$ cat src/rtl/mean_luma_binarizer_core_defines.svh
// Assertion macros used by the mean luma binarizer controller.
`ifndef MEAN_LUMA_BINARIZER_CORE_DEFINES_SVH
`define MEAN_LUMA_BINARIZER_CORE_DEFINES_SVH

// Same-cycle implication, disabled while reset is asserted.
`define MLB_ASSERT_NOW(label, clk, rst_n, ante, cons, msg) \
    label: assert property (@(posedge clk) disable iff (!rst_n) (ante) |-> (cons)) \
        else $error(msg);

// Next-cycle implication, disabled while reset is asserted.
`define MLB_ASSERT_NEXT(label, clk, rst_n, ante, cons, msg) \
    label: assert property (@(posedge clk) disable iff (!rst_n) (ante) |=> (cons)) \
        else $error(msg);

`endif

$ cat src/rtl/mlb_pkg.sv
`timescale 1ns / 1ps

package mlb_pkg;

    // Frame geometry
    localparam int FRAME_PIXELS = 76800;
    localparam int LINE_PIXELS  = 320;

    // Field and state widths
    localparam int PIXEL_W = 16;
    localparam int LUMA_W  = 15;
    localparam int FRAC_W  = 10;
    localparam int LEVEL_W = 5;
    localparam int BIAS_W  = 5;
    localparam int BYTE_W  = 8;
    localparam int SLOT_W  = 3;
    localparam int SUM_W   = 22;
    localparam int COL_W   = $clog2(LINE_PIXELS);

    // Highest level the mean can report
    localparam int LEVEL_MAX = (1 << LEVEL_W) - 1;

    // Luma weights in Q.10
    localparam int COEF_R = 306;
    localparam int COEF_G = 601;
    localparam int COEF_B = 117;

    // Controller to datapath commands
    typedef struct packed {
        logic measure;
        logic bin_live;
        logic level_load;
        logic bin_held;
    } mlb_cmd_t;

    // Datapath to controller status
    typedef struct packed {
        logic in_binarize;
    } mlb_stat_t;

    // Weighted luma of an RGB565 pixel in Q.10, green taken from its top five bits
    function automatic logic [LUMA_W-1:0] luma_q10(input logic [PIXEL_W-1:0] px);
        logic [LUMA_W-1:0] r;
        logic [LUMA_W-1:0] g;
        logic [LUMA_W-1:0] b;
        r = LUMA_W'(px[15:11]);
        g = LUMA_W'(px[10:6]);
        b = LUMA_W'(px[4:0]);
        return r * LUMA_W'(COEF_R) + g * LUMA_W'(COEF_G) + b * LUMA_W'(COEF_B);
    endfunction

endpackage

$ cat src/rtl/mlb_dpath.sv
`timescale 1ns / 1ps

module mlb_dpath
    import mlb_pkg::*;
(
    input  logic                clk,
    input  logic                rst_n,
    input  mlb_cmd_t            cmd,
    output mlb_stat_t           stat,
    input  logic [PIXEL_W-1:0]  pixel,
    input  logic                threshold_bias_we,
    input  logic [BIAS_W-1:0]   threshold_bias_wdata,
    output logic                done,
    output logic                white,
    output logic [BYTE_W-1:0]   packed_byte,
    output logic                byte_ready,
    output logic [LEVEL_W-1:0]  level
);

    logic [BIAS_W-1:0]  bias_reg;
    logic [SUM_W-1:0]   sum_reg;
    logic [LEVEL_W-1:0] level_reg;
    logic [BYTE_W-1:0]  partial_reg;
    logic [COL_W-1:0]   column_reg;
    logic               in_bin_reg;
    logic               done_reg;
    logic [PIXEL_W-1:0] hold_reg;
    logic               white_reg;
    logic [BYTE_W-1:0]  packed_reg;
    logic               ready_reg;
    logic [LEVEL_W-1:0] level_out_reg;

    logic [SUM_W-1:0]   sum_next;
    logic [SUM_W-1:0]   sum_base;
    logic [SUM_W:0]     sum_wide;
    logic [LUMA_W-1:0]  luma_live;
    logic [LUMA_W-1:0]  luma_bin;
    logic [LEVEL_W-1:0] level_calc;
    logic [LEVEL_W:0]   level_biased;
    logic [LUMA_W:0]    thresh;
    logic               white_next;
    logic [SLOT_W-1:0]  slot;
    logic [BYTE_W-1:0]  packed_next;
    logic               ready_next;
    logic               bin_any;

    // Measure: add the integer luma to the sum, restart it on a new pass, saturate
    assign luma_live = luma_q10(pixel);
    assign sum_base  = in_bin_reg ? '0 : sum_reg;
    assign sum_wide  = (SUM_W + 1)'(sum_base) + (SUM_W + 1)'(luma_live[LUMA_W-1:FRAC_W]);
    assign sum_next  = sum_wide[SUM_W] ? '1 : sum_wide[SUM_W-1:0];

    // Level: count the whole frames held in the sum, stopping at the top level
    always_comb
    begin
        level_calc = '0;
        for (int k = 1; k <= LEVEL_MAX; k++)
        begin
            if (64'(sum_reg) >= 64'(k) * 64'(FRAME_PIXELS))
            begin
                level_calc = LEVEL_W'(k);
            end
        end
    end

    // Binarize: strict compare of luma against (level + bias) in Q.10
    assign bin_any      = cmd.bin_live || cmd.bin_held;
    assign luma_bin     = cmd.bin_held ? luma_q10(hold_reg) : luma_live;
    assign level_biased = (LEVEL_W + 1)'(level_reg) + (LEVEL_W + 1)'(bias_reg);
    assign thresh       = {level_biased, {FRAC_W{1'b0}}};
    assign white_next   = (LUMA_W + 1)'(luma_bin) > thresh;
    assign slot         = column_reg[SLOT_W-1:0];
    assign packed_next  = partial_reg | (BYTE_W'(white_next) << slot);
    assign ready_next   = slot == SLOT_W'(BYTE_W - 1);

    // Hold control state and the sum
    always_ff @(posedge clk or negedge rst_n)
    begin
        if (!rst_n)
        begin
            bias_reg    <= BIAS_W'(1);
            sum_reg     <= '0;
            level_reg   <= '0;
            partial_reg <= '0;
            column_reg  <= '0;
            in_bin_reg  <= 1'b0;
            done_reg    <= 1'b0;
        end
        else
        begin
            done_reg <= bin_any;
            if (threshold_bias_we)
            begin
                bias_reg <= threshold_bias_wdata;
            end
            if (cmd.measure)
            begin
                sum_reg <= sum_next;
                if (in_bin_reg)
                begin
                    in_bin_reg  <= 1'b0;
                    partial_reg <= '0;
                    column_reg  <= '0;
                end
            end
            if (cmd.level_load)
            begin
                in_bin_reg  <= 1'b1;
                level_reg   <= level_calc;
                partial_reg <= '0;
                column_reg  <= '0;
            end
            if (bin_any)
            begin
                partial_reg <= ready_next ? '0 : packed_next;
                if (column_reg == COL_W'(LINE_PIXELS - 1))
                begin
                    column_reg <= '0;
                end
                else
                begin
                    column_reg <= column_reg + COL_W'(1);
                end
            end
        end
    end

    // Hold the waiting pixel and the result transaction
    always_ff @(posedge clk)
    begin
        if (cmd.level_load)
        begin
            hold_reg <= pixel;
        end
        if (bin_any)
        begin
            white_reg     <= white_next;
            packed_reg    <= packed_next;
            ready_reg     <= ready_next;
            level_out_reg <= level_reg;
        end
    end

    assign stat.in_binarize = in_bin_reg;
    assign done        = done_reg;
    assign white       = white_reg;
    assign packed_byte = packed_reg;
    assign byte_ready  = ready_reg;
    assign level       = level_out_reg;

endmodule

$ cat src/rtl/mlb_ctrl.sv
`timescale 1ns / 1ps
`include "mean_luma_binarizer_core_defines.svh"

module mlb_ctrl
    import mlb_pkg::*;
(
    input  logic      clk,
    input  logic      rst_n,
    input  logic      start,
    input  logic      func,
    input  mlb_stat_t stat,
    output mlb_cmd_t  cmd,
    output logic      busy
);

    typedef enum logic [1:0] {
        ST_IDLE,
        ST_FINISH
    } state_t;

    state_t state_reg;
    state_t state_next;
    logic   busy_reg;
    logic   busy_next;
    logic   accept;

    assign accept = start && (state_reg == ST_IDLE);

    // Decode commands for the datapath
    always_comb
    begin
        cmd.measure    = accept && !func;
        cmd.bin_live   = accept && func && stat.in_binarize;
        cmd.level_load = accept && func && !stat.in_binarize;
        cmd.bin_held   = state_reg == ST_FINISH;
    end

    // Advance the sequencer: latch the level once per pass, then finish the held pixel
    always_comb
    begin
        state_next = state_reg;
        case (state_reg)
            ST_IDLE:
            begin
                if (cmd.level_load)
                begin
                    state_next = ST_FINISH;
                end
            end
            ST_FINISH:
            begin
                state_next = ST_IDLE;
            end
            default:
            begin
                state_next = ST_IDLE;
            end
        endcase
        busy_next = state_next != ST_IDLE;
    end

    // Hold state and registered outputs
    always_ff @(posedge clk or negedge rst_n)
    begin
        if (!rst_n)
        begin
            state_reg <= ST_IDLE;
            busy_reg  <= 1'b0;
        end
        else
        begin
            state_reg <= state_next;
            busy_reg  <= busy_next;
        end
    end

    assign busy = busy_reg;

    `MLB_ASSERT_NEXT(a_first_bin_busy, clk, rst_n, cmd.level_load,
                     busy && state_reg == ST_FINISH, "first binarize transaction not held")
    `MLB_ASSERT_NEXT(a_finish_release, clk, rst_n, state_reg == ST_FINISH, !busy,
                     "busy held after the held pixel finished")
    `MLB_ASSERT_NOW(a_no_accept_busy, clk, rst_n, busy,
                    !(cmd.measure || cmd.bin_live || cmd.level_load),
                    "transaction accepted while busy")
    `MLB_ASSERT_NOW(a_busy_matches_state, clk, rst_n, 1'b1, busy == (state_reg != ST_IDLE),
                    "busy disagrees with the sequencer state")

endmodule

$ cat src/rtl/mean_luma_binarizer_core.sv
`timescale 1ns / 1ps
// A measure transaction gives no result; a binarize transaction gives its result strobe
//   in the cycle after it is accepted.
// The first binarize transaction of a pass latches the level from the sum and holds its
//   pixel in the finish state, where busy is high; its result strobe is registered from that state.
// Throughput: 1 transaction per cycle otherwise; results are never stalled by the receiver.
// Reset (async, active low): bias 1, sum and level zero, packer empty, measure pass.

module mean_luma_binarizer_core
    import mlb_pkg::*;
(
    input  logic                clk,
    input  logic                rst_n,
    input  logic                start,
    output logic                busy,
    input  logic                func,
    input  logic [PIXEL_W-1:0]  pixel,
    input  logic                threshold_bias_we,
    input  logic [BIAS_W-1:0]   threshold_bias_wdata,
    output logic                done,
    output logic                white,
    output logic [BYTE_W-1:0]   packed_byte,
    output logic                byte_ready,
    output logic [LEVEL_W-1:0]  level
);

    mlb_cmd_t  cmd;
    mlb_stat_t stat;

    // Sequence the passes and the level latch
    mlb_ctrl u_ctrl (
        .clk   (clk),
        .rst_n (rst_n),
        .start (start),
        .func  (func),
        .stat  (stat),
        .cmd   (cmd),
        .busy  (busy)
    );

    // Sum, divide, compare and pack
    mlb_dpath u_dpath (
        .clk                  (clk),
        .rst_n                (rst_n),
        .cmd                  (cmd),
        .stat                 (stat),
        .pixel                (pixel),
        .threshold_bias_we    (threshold_bias_we),
        .threshold_bias_wdata (threshold_bias_wdata),
        .done                 (done),
        .white                (white),
        .packed_byte          (packed_byte),
        .byte_ready           (byte_ready),
        .level                (level)
    );

endmodule

$ cat config.mk
export PLATFORM = sky130hd
export DESIGN_NAME = mean_luma_binarizer_core
export DESIGN_NICKNAME = d
export VERILOG_FILES = /design/src/rtl/mlb_pkg.sv /design/src/rtl/mlb_dpath.sv /design/src/rtl/mlb_ctrl.sv /design/src/rtl/mean_luma_binarizer_core.sv
export VERILOG_INCLUDE_DIRS = /design/src /design/src/rtl
export SDC_FILE = /design/constraint.sdc
export NUM_CORES = 1
export LEC_CHECK = 0
export ABC_AREA = 1
export BUFFER_PORTS_ARGS = -buffer_cell sky130_fd_sc_hd__buf_4
export CAP_MARGIN = 20
export CORE_UTILIZATION = 25
export CTS_BUF_LIST = sky130_fd_sc_hd__clkbuf_8
export CTS_CLUSTER_DIAMETER = 120
export DETAILED_ROUTE_END_ITERATION = 8
export GPL_TIMING_DRIVEN = 1
export SYNTH_ARGS = -nofsm -noshare
export SYNTH_HDL_FRONTEND = slang
export SYNTH_HIERARCHICAL = 1
export SYNTH_SLANG_ARGS = --single-unit
$ cat constraint.sdc
create_clock -name clk -period 13.63 [get_ports clk]
set_clock_uncertainty 0.1 [all_clocks]
set_input_delay 3.4075 -clock clk [delete_from_list [all_inputs] [get_ports clk]]
set_output_delay 3.4075 -clock clk [all_outputs]
set_load 0.05 [all_outputs]
Word-level counts from Yosys, hierarchy flattened
Cells that the tools add are included.
{ "totals": {"wordCells": 126, "inputBits": 26, "register_bits": 85, "output_inout_bits": 17} }
{ "classes": {"order_cmp": 32, "n_mux": 48, "reduce_logical": 14, "multipliers": 6, "n_eq_ne": 3, "bitwise_logic": 1, "add_sub_neg": 7, "shifts": 1} }
{ "op_table": {"columns": ["operator", "count"], "rows": [
  ["$ge A22 B21 Y1 const B", 14],
  ["$ge A22 B20 Y1 const B", 7],
  ["$ge A22 B22 Y1 const B", 4],
  ["$mux W5", 16],
  ["$ge A22 B19 Y1 const B", 3],
  ["$mux W9", 5],
  ["$ge A22 B18 Y1 const B", 2],
  ["$mux W22", 2],
  ["$mux W8", 5],
  ["$mux W4", 8],
  ["$add A14 B15 Y15", 2],
  ["$add A15 B12 Y15", 2],
  ["$mul A5 B10 Y15 const B", 2],
  ["$mul A5 B8 Y13 const B", 2],
  ["$mul A5 B7 Y12 const B", 2],
  ["$add A22 B5 Y23", 1],
  ["$ge A22 B17 Y1 const B", 1],
  ["$gt A15 B16 Y1", 1],
  ["$mux W15", 1],
  ["$mux W3", 4],
  ["$add A9 B1 Y9 const B", 1],
  ["$eq A9 B9 Y1 const B", 1],
  ["$mux W2", 4],
  ["$or A8 B8 Y8", 1],
  ["12 further kinds", 21]
]} }

Logic depth before layout (Yosys ltp)
{ "depth": {"word_depth": 32, "depth_mapped": 41, "depth_no_buf": 41} }

Cells and area by module
Netlist, hierarchy kept.
{ "modules_own_cells": {"columns": ["mod", "n_inst", "seq_area_each_um2", "area_per_inst_um2", "cells_each"], "rows": [
  ["mlb_dpath", 1, 2178.3, 9570.4, 1131],
  ["mlb_ctrl", 1, 75.1, 128.9, 15]
]} }

Least setup slack after synthesis
Ideal clock, no wire load.
{ "synth_timing": {"kind": "input to register", "startpoint": "in pixel[14]", "endpoint": "reg u_dpath.sum_reg[20]", "arrival_time_ns": 9.667, "cell_stages": 40, "t_required_ns": 13.397, "setup_ns": 0.133, "path_buffers": 0, "setup_slack_ns": 3.730, "path_cell_list": "inv_1 ha_1 inv_1 ha_1 ha_1 ha_1 nand2_1 o21ai_0 xor2_1 inv_1 ha_1 fa_1 inv_1 fa_1 inv_1 ha_1 inv_1 o21bai_1 (+4 left out) nor2_1 nor2_1 xor2_1 ha_1 inv_1 nor2_1 o21ai_0 nor2_1 nand2_1 nor3_1 nand2_1 nor4_1 nand3_1 nor2_1 nand2_1 xor2_1 nor2_1 a21oi_1"} }
{ "synth_via": {"elab_chain_len": 5} }
{ "synth_rtl": {"columns": ["item", "line", "text"], "rows": [
  ["start: declaration", "mean_luma_binarizer_core.sv:17", "input logic [PIXEL_W-1:0] pixel,"],
  ["$mul A5 B8 Y13", "mlb_pkg.sv:49", "return r * LUMA_W'(COEF_R) + g * LUMA_W'(COEF_G) + b * LUMA_W'(COEF_B);"],
  ["$add A14 B15 Y15", "mlb_pkg.sv:49", null],
  ["$add A15 B12 Y15", "mlb_pkg.sv:49", null],
  ["$add A22 B5 Y23", "mlb_dpath.sv:50", "assign sum_wide = (SUM_W + 1)'(sum_base) + (SUM_W + 1)'(luma_live[LUMA_W-1:FRAC_W]);"],
  ["$mux W22", "mlb_dpath.sv:51", "assign sum_next = sum_wide[SUM_W] ? '1 : sum_wide[SUM_W-1:0];"],
  ["end signal: assignment", "mlb_dpath.sv:98", "sum_reg <= sum_next;"],
  ["end: declaration", "mlb_dpath.sv:21", "logic [SUM_W-1:0] sum_reg;"]
]} }
No other way between the ends.
A chain may end at the register's enable or synchronous reset.

Worst setup path in the final report
{ "layout_timing": {"startpoint": "in pixel[12]", "endpoint": "reg u_dpath.sum_reg[20]"} }
Same word-level chain as after synthesis.

==> metrics <==
commonest non-fill, non-tap cell in the layout inv_1; Via-to-Cell Ratio 4.35; Logic pwr share 71.6%; Lkg Pwr 5.43 nW; worst-path fanout max 5; crit path DAT 10.78 ns; count of unique library cells instantiated by Yosys 49; post-DP HPWL 18100 um; routed length per placed instance 12.9 um; RSZ-0062 raised after global routing false; Die Height 199 um; Placed Cells 1687; number of flip-flops in the largest register 22; Initial DRC Count 354; GRT Overall Usage 12.0%; ANT cells 0; CTS Hold Buffers Added 0; clk buf depth 2; CTS tree done; final period utilization 78.1%; vias in the first global route 7563; clock network power share 10.1%; post-placement cell area 10600 sq um; Fmax 93.9 MHz; worst min path class flip-flop to flip-flop; number of flops mapped to enable cells by yosys 30; endpoint class of the critical path flip-flop; WP buf/inv 4; Root Driver clkbuf_8; Cell Int Power 0.985 mW; number of H-tree levels 3; global-route wire length before repair 37200 um; synthesized area 9700 sq um; slowest stage delay, CP 0.56 ns; synth warn 6; max-cap viol count 0; CP delay by family, top adder cells; Worst-Skew Late Latency 0.39 ns; drc violations 0; Hold WS 0.399 ns; Die Wd 199 um; P_sw 1.02 mW; CORE AREA 37900 sq um; commonest non-fill, non-tap cells in the layout inv_1 (274), ha_1 (149), nand2_1 (138), nor2_1 (91), fa_1 (80); DR pass1 iterations 5; Slew @ Worst Pin 0.744 ns; Vias 7402; DIE AREA 39600 sq um; setup TNS 0 ns; io pins 43; area grow syn2layout 11.4%; num rows 71; Seq cells post-synth 84; total congestion overflow 0; Post-synth ARST share 64.3%; clk slew on worst S/H paths 0.10 ns; Syn Area/Cell 8.46 sq um; Cells after Synth 1146; clock tree sinks 84; largest net degree at the start of global routing 55; fin cells 1703; final setup violation count 0; share of cells above drive strength 1 8.05%; dominant synthesized flop cell dfrtp_1; Sw Share 50.8%; Final Cell Area 10800 sq um; syn_nets 1401; Port Buf Inserts 41; post-CTS resize count 0; Fin. Hold Viols 0; fin. max-slew vios 0; Slew headroom 50.2%; type of the worst setup path input pin to flip-flop; Antenna Nets Post-Route 0; TritonCTS buffer count 9; final net count 1442; DRT Wirelength 22000 um; worst vdd ir 0.106 mV; Critical Path RT 13.76 ns; Power Density 185 nW/um^2; run status finished, final reports clean; crit start category input pin; initial antenna violation count 0; post-synthesis sequential area ratio 23.2%; Slowest cell on crit path fa_1; Starting Density 25.6%; Routability Congestion 0.860; Flop pwr share 18.3%; Setup Fix Bufs, Post-CTS 0; final worst path period need 10.64 ns
[kinds of logic after synthesis]
family / share of synthesized area (%)
simple gates: 13.1
buf+inv: 11.7
fa+ha+maj: 35.7
compound gates: 11.5
flops: 23.2
xor+xnor: 4.15
mux: 0.580
other cells: 0.0387
[layout make-up]
type | instances | area (sq um)
clock buffers | 9 | 124
clock inverters | 7 | 91.3
fillers | 4036 | 27100
inverters | 283 | 1060
multi-input cells | 766 | 6310
flip-flops and latches | 84 | 2250
well taps | 511 | 639
repair buffers | 43 | 323
[cells in the mapped netlist (3+ instances only)]
library cell | instances | area share, %
inv_1 | 273 | 11
ha_1 | 149 | 19
nand2_1 | 138 | 5.3
nor2_1 | 92 | 3.6
fa_1 | 80 | 17
a21oi_1 | 71 | 3.7
dfrtp_1 | 53 | 14
o21ai_0 | 41 | 2.1
xor2_1 | 31 | 2.8
edfxtp_1 | 30 | 9.3
nand3_1 | 22 | 1.1
xnor2_1 | 15 | 1.4
nor3_1 | 14 | 0.72
o21bai_1 | 12 | 0.93
a22oi_1 | 11 | 0.85
a31oi_1 | 10 | 0.64
clkbuf_1 | 8 | 0.31
nor2_2 | 8 | 0.52
o22ai_1 | 7 | 0.45
inv_2 | 6 | 0.23
o211ai_1 | 6 | 0.46
mux2_2 | 5 | 0.58
nand2_2 | 5 | 0.32
nand4_1 | 5 | 0.32
a21boi_0 | 4 | 0.31
a32oi_1 | 4 | 0.36
clkinv_1 | 4 | 0.15
nor4_1 | 4 | 0.26
o31ai_1 | 4 | 0.31
or2_2 | 4 | 0.26
a21o_1 | 3 | 0.23
buf_6 | 3 | 0.35
o21ai_1 | 3 | 0.15
[power groups by stage]
| stage | logic (mW) | clock network [mW] | registers (mW) |
|---|---|---|---|
| 6_report | 1.43 | 0.203 | 0.366 |
| 5_1_grt | 1.68 | 0.221 | 0.372 |
| 4_1_cts | 1.45 | 0.212 | 0.366 |
| 3_5_place_dp | 1.44 | 0 | 0.371 |
| 3_3_place_gp | 1.42 | 0 | 0.371 |
| 2_1_floorplan | 1.13 | 0 | 0.359 |
[path summary, 6_finish.rpt]
check / slack [ns] / startpoint / cells after the start / endpoint
max: 2.99 / pixel[12] / 35 / u_dpath/sum_reg[20]
min reg2reg: 0.40 / u_dpath/level_reg[3] / 0 / u_dpath/level[3]
min: 0.40 / u_dpath/level_reg[3] / 0 / u_dpath/level[3]
max reg2reg: 6.56 / u_dpath/hold_reg[12] / 30 / u_dpath/packed_byte[4]
min in group asynchronous: 2.94 / rst_n / 1 / u_dpath/sum_reg[11]
max in group asynchronous: 9.99 / rst_n / 1 / u_dpath/column_reg[6]
[worst reg2reg max path: cells and delay by family (launching register included)]
family | cells | cell delay [ns]
AO/OA/AOI/OAI | 9 | 1.70
buffers and inverters | 4 | 0.21
adder cells (fa/ha/maj) | 9 | 3.43
AND/OR/NAND/NOR | 7 | 0.83
XOR/XNOR | 1 | 0.13
flip-flops | 1 | 0.47
[through the flow]
stage | utilization, % | setup WS (ns) | power [mW]
after floorplan | - | 3.73 | 1.49
after global placement | 27.9 | 2.80 | 1.79
after detailed placement | 27.9 | 2.70 | 1.81
after CTS | 28.5 | 3.07 | 2.03
after global routing | 28.5 | 2.40 | 2.27
final | 28.5 | 2.99 | 2.00
[metal layers]
| metal | share of wire [%] | up-vias | track usage (%) |
|---|---|---|---|
| li1 | - | 3736 | - |
| met2 | 50 | 116 | 21.6 |
| met5 | 0 | - | 0 |
| met3 | 3.2 | 22 | 1.85 |
| met1 | 45 | 3528 | 14.7 |
| met4 | 1.6 | 0 | 3.11 |
Power figures use the tool's default switching activity.
